[src/hw/rtl/sgb_pkg.sv]
// Shared constants and types for the separable 5-tap Gaussian blur.
// No dependencies; every other file of the block depends on this package.
`timescale 1ns / 1ps

package sgb_pkg;

   localparam int MAX_SIDE_DEF    = 256;
   localparam int SAMPLE_BITS_DEF = 16;

   localparam int COEF_W     = 16;
   localparam int SIDE_W     = 9;
   localparam int CSR_ADDR_W = 4;
   localparam int CSR_DATA_W = 32;

   localparam int TAPS       = 5;
   localparam int ROW_SLOTS  = 4;
   localparam int MIN_SIDE   = 5;
   localparam int FRAC_BITS  = 16;
   localparam int ROUND_BIAS = 32768;

   localparam logic [SIDE_W-1:0] SIDE_RESET   = 9'd256;
   localparam logic [COEF_W-1:0] OUTER_RESET  = 16'd88;
   localparam logic [COEF_W-1:0] NEAR_RESET   = 16'd10309;
   localparam logic [COEF_W-1:0] CENTER_RESET = 16'd44741;

   // register indexes (byte address / 4)
   localparam logic [1:0] REG_SIDE   = 2'd0;
   localparam logic [1:0] REG_OUTER  = 2'd1;
   localparam logic [1:0] REG_NEAR   = 2'd2;
   localparam logic [1:0] REG_CENTER = 2'd3;

   typedef struct packed {
      logic [COEF_W-1:0] outer;
      logic [COEF_W-1:0] near;
      logic [COEF_W-1:0] center;
   } coef_set_type;

endpackage

[src/hw/rtl/sgb_blur.sv]
// Shared 5-tap symmetric blur unit: registered products, then sum, round, saturate.
// Depends on sgb_pkg (coefficient set type, rounding constants).
`timescale 1ns / 1ps

module sgb_blur #(
   parameter int SAMPLE_BITS = sgb_pkg::SAMPLE_BITS_DEF
) (
   input  logic                                    clock,
   input  logic                                    load,
   input  sgb_pkg::coef_set_type                   coef,
   input  logic [sgb_pkg::TAPS-1:0][SAMPLE_BITS-1:0] tap,
   output logic [SAMPLE_BITS-1:0]                  result
);
   import sgb_pkg::*;

   localparam int PAIR_W  = SAMPLE_BITS + 1;
   localparam int PROD_W  = COEF_W + PAIR_W;
   localparam int ACC_W   = PROD_W + 2;
   localparam int SHIFT_W = ACC_W - FRAC_BITS;

   logic [PAIR_W-1:0]  pair_outer;
   logic [PAIR_W-1:0]  pair_near;
   logic [PROD_W-1:0]  outer_ff, outer_in;
   logic [PROD_W-1:0]  near_ff, near_in;
   logic [PROD_W-1:0]  center_ff, center_in;
   logic [ACC_W-1:0]   acc;
   logic [SHIFT_W-1:0] shifted;

   assign pair_outer = PAIR_W'(tap[0]) + PAIR_W'(tap[4]);
   assign pair_near  = PAIR_W'(tap[1]) + PAIR_W'(tap[3]);

   assign outer_in  = load ? {{PAIR_W{1'b0}}, coef.outer} * {{COEF_W{1'b0}}, pair_outer}
                           : outer_ff;
   assign near_in   = load ? {{PAIR_W{1'b0}}, coef.near} * {{COEF_W{1'b0}}, pair_near}
                           : near_ff;
   assign center_in = load ? {{PAIR_W{1'b0}}, coef.center}
                             * {{(COEF_W + 1){1'b0}}, tap[2]}
                           : center_ff;

   always_ff @(posedge clock) begin
      outer_ff  <= outer_in;
      near_ff   <= near_in;
      center_ff <= center_in;
   end

   assign acc     = ACC_W'(outer_ff) + ACC_W'(near_ff) + ACC_W'(center_ff)
                  + ACC_W'(ROUND_BIAS);
   assign shifted = acc[ACC_W-1:FRAC_BITS];

   // saturate at full scale
   assign result = (|shifted[SHIFT_W-1:SAMPLE_BITS]) ? {SAMPLE_BITS{1'b1}}
                                                    : shifted[SAMPLE_BITS-1:0];

endmodule

[config.mk]
export PLATFORM = sky130hd
export DESIGN_NAME = sgb_blur
export DESIGN_NICKNAME = d
export VERILOG_FILES = /design/src/hw/rtl/sgb_pkg.sv /design/src/hw/rtl/sgb_blur.sv
export SDC_FILE = /design/constraint.sdc
export NUM_CORES = 2
export LEC_CHECK = 0
export BUFFER_PORTS_ARGS = -buffer_cell sky130_fd_sc_hd__buf_2
export CAP_MARGIN = 15
export CELL_PAD_IN_SITES_DETAIL_PLACEMENT = 1
export CELL_PAD_IN_SITES_GLOBAL_PLACEMENT = 2
export CORE_MARGIN = 1
export CORE_UTILIZATION = 45
export CTS_BUF_LIST = sky130_fd_sc_hd__clkbuf_8 sky130_fd_sc_hd__clkbuf_16
export CTS_CLUSTER_DIAMETER = 30
export DETAILED_ROUTE_END_ITERATION = 10
export GPL_TIMING_DRIVEN = 0
export PLACE_DENSITY = 0.95
export SLEW_MARGIN = 10
export SYNTH_ARGS = -nofsm -noshare
export SYNTH_HDL_FRONTEND = slang
export SYNTH_SLANG_ARGS = --single-unit
[constraint.sdc]
create_clock -name clock -period 18.5 [get_ports clock]
set_input_delay 1.85 -clock clock [delete_from_list [all_inputs] [get_ports clock]]
set_output_delay 1.85 -clock clock [all_outputs]
set_load 0.005 [all_outputs]
==> impl_results.md <==
- Gpl congestion: 0.894
- Detailed Place HPWL: 83600 µm
- WP data required: 18560 ps
- Root buf cell: clkbuf_16
- Kind of critical path: primary input to flip-flop
- CTS tree: built
- TritonCTS buffer count: 9
- Ant diodes: 0
- Most frequent cells in the layout: inv_1, fa_1, nand2_1
- Maximum Capacitance Violations: 0
- Period minus WS final: 11500 ps
- Async set or reset register ratio after synthesis: 0
- DRT met1 WL: 40600 µm
- Worst-Margin Slew: 1020 ps
- Final number of max-transition violations: 0
- Htree depth: 3
- Post-CTS Repair Setup Buffers: 0
- Layout cells sized above 1: 0.0533
- Slew HR: 0.314
- FP Rows: slightly below 100
- Met3 wire len: between 4000 and 5000 µm
- Initial antenna violation count: 3
- Avg Cell Area, Syn: 9.29 µm²
- Via count: 25472
- Vias in the first global route: roughly 29000
- Delay of the slowest cell on the worst path: 680 ps
- Hold buffers post-CTS: 0
- Clock sinks: roughly 100
- DRT antenna net count: 0
- Adder-Cell Fraction of Synth Area: 0.548
- Ys flop type: edfxtp_1
- Worst path slowest cell: o311ai_1
- DR iter-0 viols: ~1300
- Warnings, synthesis: 0
- Post-Route WL: between 90000 and 100000 µm
- Crit Path Max Fanout: 10
- Multiplexer share of the synthesized area: 0.000647
- DR vias/cell: 5.48
- Largest net degree at the start of global routing: 70
- Most common cell after layout, fill and taps aside: inv_1
- DRC: 0
- Synth Area in Simple Gates: 0.154
- Area Overhead vs Synth: 6.83%
- Post-Synthesis Cells: 3537
- Main combinational cell family by area after synthesis: adder cells
- CTS Buffer Depth: 2
- RSZ-0062 raised after global routing: no
- Crit path DAT: 11560 ps
- Initial Util: 0.457
- Chip height: ~270 µm
- Placed instance count: 4629
- Status: finished clean
- Register area share after synthesis: 0.0895
- CTS resizes: 0
- Highest routed layer: met4
- Met2 WL post-DR: just under 50000 µm
- Hold crit path type: primary input to flip-flop
- Synth Area in Compound Gates: 0.0767
- Port Buf Inserts: 141
- Final Cycle Share: 0.622
- Count of non-filler cells in the finished layout: 4646
- Layout Nets: 4875
- I/O pin total: 146
- Max Fclk: 87.0 MHz
- Gr ovfl total: 0
- # setup viols final: 0
- Final setup TNS: 0 ps
- Hold Violations, Final: 0
- Post-synth cell types: 81
- Core area: 0.0719 mm²
- Worst Setup Start Kind: primary input
- Critical Path Most Common Cell: fa_1
- Drt first pass iters: 7
- Post-Syn Nets: ~4700
- Die ar.: 0.0741 mm²
- Synthesized area: between 0.03 and 0.04 mm²
- EDFF count, synth: a little under 100
- First-pass GRT wire length: approximately 160000 µm
- FF+latch count, synth: between 90 and 100
- Xor/xnor share of the synthesized area: 0.0288
- Reg clk slew, reported paths: 70 ps
- Chip width: 272 µm
- Tot GR Track Use: 0.271
- Setup crit end kind: flip-flop
- Drt wl/cell: 20.9 µm
==> per-stage QoR <==
| stage | util | hold WS [ps] | setup slack (ps) | area [µm²] |
|---|---|---|---|---|
| after detailed placement | 0.484 | 2320 | 6730 | 34800 |
| after floorplan | - | 1960 | 8900 | 32900 |
| after CTS | 0.489 | 1960 | 7070 | 35100 |
| after global routing | 0.489 | 1960 | 6560 | 35100 |
| after global placement | 0.484 | 2330 | 6810 | 34800 |
| final | 0.489 | 1950 | 7000 | 35100 |
==> sequential cells by signal, summed over array words and instances, names as in the netlist <==
signal / cells
center_ff: 32
near_ff: 33
outer_ff: 33
==> cells by family after synthesis <==
group | after synthesis
adder cells (fa/ha/maj) | 1054
AND/OR/NAND/NOR | 1018
buffers and inverters | 891
AO/OA/AOI/OAI | 366
XOR/XNOR | 108
flip-flops | 98
multiplexers | 2
==> synth_stat cells (7+ instances only) <==
cell type | n | area [µm²]
a211oi_1 | 12 | 90.1
a21o_1 | 44 | 330
a21oi_1 | 91 | 455
a31oi_1 | 16 | 100
and2_1 | 276 | 1730
and3_1 | 19 | 119
and3b_1 | 7 | 61.3
clkbuf_1 | 106 | 398
edfxtp_1 | 98 | 2940
fa_1 | 644 | 12900
ha_1 | 410 | 5130
inv_1 | 772 | 2900
nand2_1 | 475 | 1780
nand2b_1 | 20 | 125
nand3_1 | 27 | 135
nand3b_1 | 21 | 158
nand4_1 | 8 | 50.1
nor2_1 | 60 | 225
nor2b_1 | 28 | 175
nor3_1 | 23 | 115
nor3b_1 | 15 | 113
nor4_1 | 7 | 43.8
o211ai_1 | 13 | 97.6
o21a_1 | 23 | 173
o21ai_0 | 55 | 275
o21bai_1 | 18 | 135
o22ai_1 | 7 | 43.8
o311ai_0 | 13 | 114
o31ai_1 | 10 | 75.1
or2_2 | 11 | 68.8
or3_1 | 9 | 56.3
xnor2_1 | 78 | 683
xor2_1 | 30 | 263
==> metal layers <==
metal,up-vias,global-route usage
li1,11288,-
met1,13301,0.358
met2,714,0.472
met3,169,0.0231
met4,0,0.0831
met5,-,0
==> cell type report <==
cell class                      count  area, µm²
Clock inverter                      7       91.3
Fill cell                        8514      36700
Sequential cell                    98       2940
Tap cell                          950       1190
Timing Repair Buffer              143        741
Inverter                          772       2900
Clock buffer                        9        225
Multi-Input combinational cell   2548      26600
Buffer                            119        463
==> final timing paths <==
path | end | slack, ps | start | depth (start not counted)
hold / removal | near_ff[0] | 1950 | coef[16] | 2
setup / recovery | near_ff[30] | 7000 | tap[16] | 33
==> worst max-delay path, delay by kind of cell <==
family	cells	cell delay (ps)
fa+ha+maj	9	3860
buf+inv	6	990
simple gates	5	770
xor+xnor	1	540
compound gates	12	3520
Power is left out: the tool's default activity adds up to more than one toggle a clock period on the data nets, which glitch-free logic cannot reach.
