**config.mk**
```make
export PLATFORM = sky130hd
export DESIGN_NAME = sgb_tap_cell
export DESIGN_NICKNAME = d
export VERILOG_FILES = /design/src/hw/rtl/sgb_pkg.sv /design/src/hw/rtl/sgb_tap_cell.sv
export SDC_FILE = /design/constraint.sdc
export NUM_CORES = 1
export LEC_CHECK = 0
export BUFFER_PORTS_ARGS = -buffer_cell sky130_fd_sc_hd__buf_2
export CORE_MARGIN = 5
export CORE_UTILIZATION = 43
export DETAILED_ROUTE_END_ITERATION = 16
export PLACE_DENSITY = 0.79
export SYNTH_ARGS = -nofsm -noshare
export SYNTH_HDL_FRONTEND = slang
export SYNTH_SLANG_ARGS = --single-unit
```
**constraint.sdc**
```tcl
create_clock -name clock -period 1.9 [get_ports clock]
set_clock_uncertainty 0.1 [all_clocks]
set_input_delay 0.285 -clock clock [delete_from_list [all_inputs] [get_ports clock]]
set_output_delay 0.285 -clock clock [all_outputs]
set_load 0.02 [all_outputs]
```
**src/hw/rtl/sgb_pkg.sv**
```systemverilog
// Shared constants and types for the separable 5-tap Gaussian blur.
// No dependencies; every other file of the block depends on this package.
`timescale 1ns / 1ps

package sgb_pkg;

   localparam int MAX_SIDE_DEF    = 256;
   localparam int SAMPLE_BITS_DEF = 16;

   localparam int COEF_W     = 16;
   localparam int SIDE_W     = 9;
   localparam int CSR_ADDR_W = 4;
   localparam int CSR_DATA_W = 32;

   localparam int TAPS       = 5;
   localparam int ROW_SLOTS  = 4;
   localparam int MIN_SIDE   = 5;
   localparam int FRAC_BITS  = 16;
   localparam int ROUND_BIAS = 32768;

   localparam logic [SIDE_W-1:0] SIDE_RESET   = 9'd256;
   localparam logic [COEF_W-1:0] OUTER_RESET  = 16'd88;
   localparam logic [COEF_W-1:0] NEAR_RESET   = 16'd10309;
   localparam logic [COEF_W-1:0] CENTER_RESET = 16'd44741;

   // register indexes (byte address / 4)
   localparam logic [1:0] REG_SIDE   = 2'd0;
   localparam logic [1:0] REG_OUTER  = 2'd1;
   localparam logic [1:0] REG_NEAR   = 2'd2;
   localparam logic [1:0] REG_CENTER = 2'd3;

   typedef struct packed {
      logic [COEF_W-1:0] outer;
      logic [COEF_W-1:0] near;
      logic [COEF_W-1:0] center;
   } coef_set_type;

endpackage

```
**src/hw/rtl/sgb_tap_cell.sv**
```systemverilog
// One cell of the column window chain: holds one vertical result and
// hands it to its older neighbor on every shift. Uses sgb_pkg defaults.
`timescale 1ns / 1ps

module sgb_tap_cell #(
   parameter int WIDTH = sgb_pkg::SAMPLE_BITS_DEF
) (
   input  logic             clock,
   input  logic             reset,
   input  logic             shift_en,
   input  logic [WIDTH-1:0] data_in,
   output logic [WIDTH-1:0] data_out
);

   logic [WIDTH-1:0] tap_ff;
   logic [WIDTH-1:0] tap_in;

   assign tap_in = shift_en ? data_in : tap_ff;

   always_ff @(posedge clock) begin
      if (reset) begin
         tap_ff <= '0;
      end else begin
         tap_ff <= tap_in;
      end
   end

   assign data_out = tap_ff;

endmodule

```
==> metrics.md, run 1 <==
| Metric | Value |
|---|---|
| Die Height | 46.7 um |
| Worst-Margin Slew | 457 ps |
| Tmin final | 1200 ps |
| Achievable frequency | 836 MHz |
| Routability cong. | 0.671 |
| Num CTS Buffers | 3 |
| Hold Buf Count CTS | 0 |
| Final Setup Violations | 0 |
| Post-CTS setup buffer count | 0 |
| Hold WS | 141 ps |
| Leading post-synthesis cells by cell area | dfxtp_1 55%, mux2i_1 28%, nor2_1 10% |
| FF-to-FF path depth | 2 |
| Yosys warning count | 0 |
| NetSw | 167 uW |
| Leak | 0.000428 uW |
| Count of maximum capacitance violations | 0 |
| Boundary Pins | 35 |
| Int Power | 517 uW |
| Via Count | 454 |
| WL final | 1.20 mm |
| Synthesized area | 581 um^2 |
| DR pass1 iterations | 5 |
| FF-to-FF setup slack | 1150 ps |
| Antenna Cells | 0 |
| DR iter-0 viols | 8 |
| Die Area | 2190 um^2 |
| Overflow after GRT | 0 |
| Required @ worst endpoint | 1510 ps |
| Worst Hold Depth | 3 |
| Slowest stage delay, CP | 360 ps |
| Post-DRT Antenna Nets | 0 |
| Hold crit path type | in2reg |
| Critical path cell sequence | buf_2 |
| Sequential share of power | 53.2% |
| CTS resizes | 0 |
| Clk Latency, worst-skew pair | 270 ps |
| Setup crit start kind | flop |
| Unique masters post-synth | 7 |
| Post-DR wirelength/cell | 11.8 um |
| Post-Syn Nets | 71 |
| Fraction of final layout cells with drive strength greater than 1 | 44.2% |
| Count of final hold-check violations | 0 |
| Vias in the first global route | 462 |
| Clock buffer depth | 2 |
| Synthesized area per cell | 11.2 um^2 |
| Total global-route track usage | 12.4% |
| FP Rows | 13 |
| Largest register FFs | 16 |
| Slew Limit Fails | 0 |
| Sw Share | 24.4% |
| WP buf/inv | 1 |
| Cells after Synth | 52 |
| CP max FO | 2 |
| Largest net degree at the start of global routing | 17 |
| Part of the power in combinational logic | 15.5% |
| Area overhead of the layout relative to synthesis | 31.9% |
| Core ar. | 1280 um^2 |
| CTS tree | built |
| Initial antenna violation count | 0 |
| Fin Setup TNS | 0 ps |
| Critical path endpoint category | primary output |
| Hold_sp | data_in[7] |
| R2r endpoint | data_out[1]$_SDFFE_PP0P_ |
| Root buffer cell | clkbuf_4 |
| Post-synth top area share | 55.2% |
| Reg clk slew, reported paths | 90 ps |
| DP HPWL | 918 um |
| Pwr/cell area | 893 nW/um^2 |
| CP Depth | 1 |
| H-tree levels | 1 |
| Worst slew margin | 69.5% |
| Status | finished clean |
| CP delay by family, top | flip-flops |
| Critical path class | reg2out |
| Post-synth top area cell | dfxtp_1 |
| # DRC | 0 |
| Hold Path Sink | data_out[7]$_SDFFE_PP0P_ |
| PortBufs | 34 |
| Clock sinks | 16 |
| Critical-path top delay cell | dfxtp_1 |
| Initial Util | 45.2% |
| Clock power frac | 31.3% |
| Seq/Total Area, Yosys | 55.2% |
| Maximum vdd drop | 0.000601 V |
| Period utilisation layout | 62.9% |
| Vias per cell | 4.50 |
| Die W | 46.7 um |
| Reg-to-Reg Start | data_out[1]$_SDFFE_PP0P_ |
| Yosys reg bits | 16 |
| Post-layout nets | 106 |
| Unrepaired setup endpoints after global routing | false |
| Critical Path AT | 810 ps |
| Global-route wire length before repair | 1.93 mm |
[cell families (layout without fill, tap and decap cells)]
family / Yosys count / in the layout / share of synthesized area (%)
and+or+nand+nor: 16 / 16 / 10.3
DFF: 16 / 16 / 55.2
muxes: 16 / 16 / 27.6
buffers and inverters: 4 / 38 / 6.90
[per-layer routing]
| layer | GRT usage [%] | vias up | wire length (um) |
|---|---|---|---|
| li1 | - | 236 | - |
| met1 | 13.4 | 201 | 478 |
| met2 | 23.4 | 15 | 621 |
| met3 | 2.30 | 2 | 74 |
| met4 | 4.97 | 0 | 20 |
| met5 | 0 | - | 0 |
[power by group through the flow]
stage                     clock (uW)  sequential [uW]  combinational [uW]
after floorplan                    0              397                45.9
after global placement             0              371                 105
after detailed placement           0              372                 107
after CTS                        220              364                 108
after global routing             232              367                 117
final                            214              364                 106
[placed cells by master, fill, tap and decap left out, drive strengths merged]
master  count
buf        34
clkbuf      4
dfxtp      16
mux2i      16
nor2       16
[cells in the mapped netlist]
cell / n
buf_2: 1
buf_12: 1
mux2i_1: 16
nor2_1: 16
buf_1: 1
buf_6: 1
dfxtp_1: 16
[final cells by class]
| type | instances | area [um^2] |
|---|---|---|
| Fill cell | 114 | 519 |
| Timing Repair Buffer | 34 | 170 |
| Tap cell | 15 | 18.8 |
| Sequential cell | 16 | 320 |
| Multi-Input combinational cell | 32 | 220 |
| Clock buffer | 4 | 36.3 |
[worst register-to-register path, cell delays in order (launching register included)]
cell and delay (ps):
dfxtp_1 330, mux2i_1 160, nor2_1 60
[worst max-delay path by stage]
stage	startpoint	to	slack, ps
2_1_floorplan	shift_en	data_out[10]$_SDFFE_PP0P_	930
3_3_place_gp	shift_en	data_out[8]$_SDFFE_PP0P_	720
3_5_place_dp	shift_en	data_out[1]$_SDFFE_PP0P_	680
4_1_cts	data_out[1]$_SDFFE_PP0P_	data_out[1]	710
5_1_grt	data_out[7]$_SDFFE_PP0P_	data_out[7]	690
6_report	data_out[1]$_SDFFE_PP0P_	data_out[1]	700
[through the flow]
| stage | instance area [um^2] | worst slack [ps] | util (%) | cells | total power (uW) |
|---|---|---|---|---|---|
| after CTS | 766 | 711 | 59.6 | 101 | 692 |
| after floorplan | 581 | 933 | - | 52 | 443 |
| after global routing | 766 | 686 | 59.6 | 101 | 716 |
| after global placement | 729 | 716 | 56.8 | 97 | 476 |
| final | 766 | 704 | 59.6 | 101 | 684 |
| after detailed placement | 729 | 678 | 56.8 | 97 | 479 |
No activity file was read; power rests on OpenSTA's default activity.
==> run 2: changes to the inputs <==
--- a/config.mk
+++ b/config.mk
@@ -7,9 +7,9 @@
 export LEC_CHECK = 0
 export BUFFER_PORTS_ARGS = -buffer_cell sky130_fd_sc_hd__buf_2
 export CORE_MARGIN = 5
-export CORE_UTILIZATION = 43
+export CORE_UTILIZATION = 36
 export DETAILED_ROUTE_END_ITERATION = 16
-export PLACE_DENSITY = 0.79
+export PLACE_DENSITY = 0.7
 export SYNTH_ARGS = -nofsm -noshare
 export SYNTH_HDL_FRONTEND = slang
 export SYNTH_SLANG_ARGS = --single-unit
==> constraint.sdc (replaced) <==
create_clock -name clock -period 1.1 [get_ports clock]
set_clock_uncertainty 0.1 [all_clocks]
set_input_delay 0.165 -clock clock [delete_from_list [all_inputs] [get_ports clock]]
set_output_delay 0.165 -clock clock [all_outputs]
set_load 0.02 [all_outputs]
==> run 2 against run 1 <==
Compared with the run above: utilization is 8.7 points lower; clock power rose by 35%; global-route usage decreased by 2.5 points; first-iteration DRC count fell by 88%; register-to-register slack got worse by 760 ps; final area increased by 1.3%; non-clock buffer count up 1.
==> metrics.md, run 2 (synthesized netlist as in run 1, its figures left out) <==
| Metric | Value |
|---|---|
| Status | finished clean |
| FF-to-FF setup slack | 390 ps |
| Global-route wire length before repair | 1.88 mm |
| FF-to-FF path depth | 2 |
| Count of final hold-check violations | 0 |
| Die Height | 50.2 um |
| Num CTS Buffers | 3 |
| Placed Area | 751 um^2 |
| Total global-route track usage | 9.89% |
| DR iter-0 viols | 1 |
| Largest register FFs | 16 |
| Vias in the first global route | 460 |
| Boundary Pins | 35 |
| FF+latch area | 320 um^2 |
| Core ar. | 1520 um^2 |
| Setup crit start kind | flop |
| Critical path cell sequence | buf_2 |
| CTS tree | built |
| CP delay by family, top | flip-flops |
| Leak | 0.000431 uW |
| Maximum vdd drop | 0.000666 V |
| Slowest stage delay, CP | 340 ps |
| Post-DRT Antenna Nets | 0 |
| DR pass1 iterations | 2 |
| Overflow after GRT | 0 |
| Critical-path top delay cell | dfxtp_1 |
| Vias per cell | 4.55 |
| Critical path class | reg2out |
| Clock buffer depth | 2 |
| Die Area | 2520 um^2 |
| Post-layout nets | 107 |
| Unrepaired setup endpoints after global routing | false |
| R2r endpoint | data_out[5]$_SDFFE_PP0P_ |
| Commonest cells after routing, fill and taps aside | 33 x buf_2, 16 x mux2i_1, 16 x nor2_1, 16 x dfxtp_1, 3 x clkbuf_4 |
| Finished Cell Area | 776 um^2 |
| Routability cong. | 0.632 |
| Via Count | 464 |
| Achievable frequency | 953 MHz |
| Initial Util | 38.1% |
| Reg clk slew, reported paths | 80 ps |
| Hold crit path type | in2reg |
| Final Setup Violations | 0 |
| Period utilisation layout | 95.4% |
| Clock sinks | 16 |
| Root buffer cell | clkbuf_4 |
| PortBufs | 34 |
| CP Depth | 1 |
| Crit path from | data_out[7]$_SDFFE_PP0P_ |
| H-tree levels | 1 |
| Post-DR wirelength/cell | 12.0 um |
| CP max FO | 2 |
| Count of maximum capacitance violations | 0 |
| Critical Path AT | 780 ps |
| Largest net degree at the start of global routing | 17 |
| Commonest non-fill, non-tap cell in the layout | buf_2 |
| Pwr/cell area | 1430 nW/um^2 |
| Worst slew margin | 81.4% |
| FP Rows | 14 |
| WL final | 1.23 mm |
| Area overhead of the layout relative to synthesis | 33.6% |
| Antenna Cells | 0 |
| # DRC | 0 |
| Tmin final | 1050 ps |
| Critical path endpoint category | primary output |
| Slew Limit Fails | 0 |
| Worst-Margin Slew | 279 ps |
| FILL cells | 158 |
| DP HPWL | 932 um |
| Die W | 50.2 um |
| Crit path to | data_out[7] |
| Reg-to-Reg Start | data_out[5]$_SDFFE_PP0P_ |
| Post-CTS setup buffer count | 0 |
| Initial antenna violation count | 0 |
| Fraction of final layout cells with drive strength greater than 1 | 44.2% |
| Fin Setup TNS | 0 ps |
| WP buf/inv | 1 |
| Multi-input logic area | 220 um^2 |
| Clk Latency, worst-skew pair | 270 ps |
| Required @ worst endpoint | 830 ps |
run 2: cell count changes in the layout (fill, tap and decap cells not counted):
cell      change
buf_12        +1
buf_2         -1
buf_4         +1
clkbuf_8      -1
run 2: layout make-up:
| class | instances | area share, % |
|---|---|---|
| sequential | 16 | 41.3 |
| tap | 16 | 2.58 |
| multi-input combinational | 32 | 28.4 |
| timing repair buffer | 35 | 24.8 |
| clock buffer | 3 | 2.90 |
run 2: worst min-delay path: cells and delay by family:
family | cells | cell delay, ps
buffers and inverters | 1 | 80
and+or+nand+nor | 1 | 70
muxes | 1 | 50
run 2: power by group:
part | switching (uW) | total [uW] | internal (uW)
Clock | 163 | 289 | 127
Sequential | 15.3 | 629 | 614
Combinational | 105 | 192 | 87.0
Total | 282 | 1110 | 827
run 2: worst min-delay path by stage:
stage | end | from | slack (ps) | cells past startpoint
3_3_place_gp | data_out[7]$_SDFFE_PP0P_ | data_in[7] | 300 | 3
5_1_grt | data_out[12]$_SDFFE_PP0P_ | data_in[12] | 30 | 3
6_report | data_out[12]$_SDFFE_PP0P_ | data_in[12] | 20 | 3
2_1_floorplan | data_out[0]$_SDFFE_PP0P_ | data_in[0] | 210 | 2
3_5_place_dp | data_out[3]$_SDFFE_PP0P_ | data_in[3] | 310 | 3
4_1_cts | data_out[4]$_SDFFE_PP0P_ | data_in[4] | 20 | 3
run 2: routing by layer:
metal | vias to the layer above | track usage [%] | part of all wire (%)
li1 | 239 | - | -
met1 | 207 | 9.36 | 38
met2 | 14 | 16.5 | 53
met3 | 4 | 2.37 | 5.0
met4 | 0 | 10.5 | 4.1
met5 | - | 0 | 0
run 2: repair_timing:
action                     CTS  global route
resized for setup            0             1
hold buffers                 0             0
setup endpoints to repair    0             1
run 2: stage by stage:
stage          total power (uW)  util (%)  std cells  hold slack, ps  setup slack [ps]
2_1_floorplan               765         -         52             212               253
5_1_grt                    1170      50.9        102            28.8              5.39
3_3_place_gp                832      49.3         99             299               200
6_report                   1110      50.9        102            23.4              51.0
4_1_cts                    1130      50.7        102            15.2              29.4
3_5_place_dp                836      49.3         99             308               168
==> run 3: changes to the inputs <==
--- a/config.mk
+++ b/config.mk
@@ -9,6 +9,7 @@
 export CORE_MARGIN = 5
 export CORE_UTILIZATION = 36
 export DETAILED_ROUTE_END_ITERATION = 16
+export GPL_TIMING_DRIVEN = 0
 export PLACE_DENSITY = 0.7
 export SYNTH_ARGS = -nofsm -noshare
 export SYNTH_HDL_FRONTEND = slang
==> run 3 against run 2 <==
Compared with the run above: sequential share of layout area decreased by 1.5 points; critical path depth unchanged; via count stayed put; utilization rose by 1.9 points; non-clock buffer count is 1 higher; first-iteration DRC count increased by 100%; setup slack improved by 3.7 ps; final cell count rose by 2.0%; sequential cell count unchanged; critical endpoint unchanged; highest routed layer unchanged.
==> metrics.md, run 3 (synthesized netlist as in run 1, its figures left out) <==
| Metric | Value |
|---|---|
| WL final | 1.16 mm |
| DR pass1 iterations | 2 |
| Via Count | 464 |
| Commonest cells after routing, fill and taps aside | 30 x buf_2, 16 x mux2i_1, 16 x nor2_1, 16 x dfxtp_1 |
| Reg-to-Reg Start | data_out[2]$_SDFFE_PP0P_ |
| Tmin final | 1050 ps |
| Post-DR wirelength/cell | 11.1 um |
| FF-to-FF path depth | 2 |
| Post-DRT Antenna Nets | 0 |
| Critical path endpoint category | primary output |
| Die Height | 50.2 um |
| Fraction of final layout cells with drive strength greater than 1 | 44.3% |
| Num CTS Buffers | 3 |
| CP Depth | 1 |
| H-tree levels | 1 |
| Achievable frequency | 957 MHz |
| Pwr/cell area | 1490 nW/um^2 |
| CTS tree | built |
| Clk Latency, worst-skew pair | 270 ps |
| Initial Util | 38.1% |
| CP max FO | 2 |
| DP HPWL | 926 um |
| Core ar. | 1520 um^2 |
| Initial antenna violation count | 0 |
| Hold crit path type | in2reg |
| Crit path from | data_out[7]$_SDFFE_PP0P_ |
| Maximum vdd drop | 0.000603 V |
| Worst slew margin | 82.4% |
| Vias per cell | 4.46 |
| Reg clk slew, reported paths | 90 ps |
| CP delay by family, top | flip-flops |
| Area overhead of the layout relative to synthesis | 38.6% |
| WP buf/inv | 1 |
| R2r endpoint | data_out[2]$_SDFFE_PP0P_ |
| Critical path class | reg2out |
| Hold WS | 17.9 ps |
| Largest net degree at the start of global routing | 11 |
| Count of final hold-check violations | 0 |
| Critical path cell sequence | buf_2 |
| Total global-route track usage | 9.98% |
| Clock sinks | 16 |
| PortBufs | 32 |
| Root buffer cell | clkbuf_4 |
| Crit path to | data_out[7] |
| Finished Cell Area | 805 um^2 |
| Post-layout nets | 108 |
| Fin util | 52.8% |
| DR iter-0 viols | 2 |
| Critical Path AT | 780 ps |
| Critical-path top delay cell | dfxtp_1 |
| Commonest non-fill, non-tap cell in the layout | buf_2 |
| Fin Setup TNS | 0 ps |
| Setup crit start kind | flop |
| FF-to-FF setup slack | 380 ps |
| Die Area | 2520 um^2 |
| Count of maximum capacitance violations | 0 |
| Slew Limit Fails | 0 |
| Clock buffer depth | 2 |
| Global-route wire length before repair | 1.93 mm |
| Hold_sp | data_in[10] |
| Status | finished clean |
| Boundary Pins | 35 |
| # DRC | 0 |
| Unrepaired setup endpoints after global routing | false |
| Largest register FFs | 16 |
| Final Setup Violations | 0 |
| Slowest stage delay, CP | 340 ps |
| Leak | 0.000442 uW |
| Routability cong. | 0.662 |
| Die W | 50.2 um |
| Placed Area | 761 um^2 |
| Overflow after GRT | 0 |
| Vias in the first global route | 450 |
| Antenna Cells | 0 |
| Worst-Margin Slew | 264 ps |
| Required @ worst endpoint | 830 ps |
| FP Rows | 14 |
| Period utilisation layout | 95.0% |
| Final Power | 1200 uW |
-- run 3: changes by cell type in the layout (fill, tap and decap cells not counted) --
cell and change:
buf_1 +1, buf_2 -3, buf_4 +2, buf_6 +1
clkbuf_8 +1
-- run 3: worst min-delay path by stage --
stage	to	slack, ps	cells past startpoint
2_1_floorplan	data_out[0]$_SDFFE_PP0P_	210	2
3_3_place_gp	data_out[8]$_SDFFE_PP0P_	300	3
3_5_place_dp	data_out[4]$_SDFFE_PP0P_	310	3
4_1_cts	data_out[8]$_SDFFE_PP0P_	10	3
5_1_grt	data_out[8]$_SDFFE_PP0P_	10	3
6_report	data_out[10]$_SDFFE_PP0P_	20	3
-- run 3: layout make-up --
class	instances	area, um^2
tap	16	20.0
timing repair buffer	32	168
fill	148	719
multi-input combinational	32	220
clock buffer	4	36.3
buffer	4	40.0
sequential	16	320
-- run 3: metrics by stage --
stage / setup slack [ps] / instances
finish: 54.7 / 104
detailed placement: 130 / 100
floorplan: 253 / 52
CTS: 44.3 / 104
global route: 1.64 / 104
global placement: 134 / 100
-- run 3: worst reg2reg max path, stage by stage, from the launching register on --
cell and delay, ps:
dfxtp_1 320, mux2i_1 130, nor2_1 50
-- run 3: metal layers --
layer	part of all wire, %	up-vias	global-route usage [%]
met5	0	-	0
met4	2.4	0	7.86
met1	38	209	10.7
li1	-	241	-
met3	6.6	2	2.96
met2	52	12	16.1
-- run 3: what timing repair did --
item / in CTS / in global routing
resized for setup: 0 / 3
hold buffers: 0 / 0
endpoints found under the hold margin: 0 / 0
endpoints found under the setup margin: 0 / 3
buffers inserted: 0 / 0
-- run 3: power breakdown --
group / total (uW) / internal [uW] / switching (uW)
clock network: 371 / 201 / 170
logic: 196 / 92.2 / 104
registers: 629 / 614 / 15.1
total: 1200 / 907 / 289
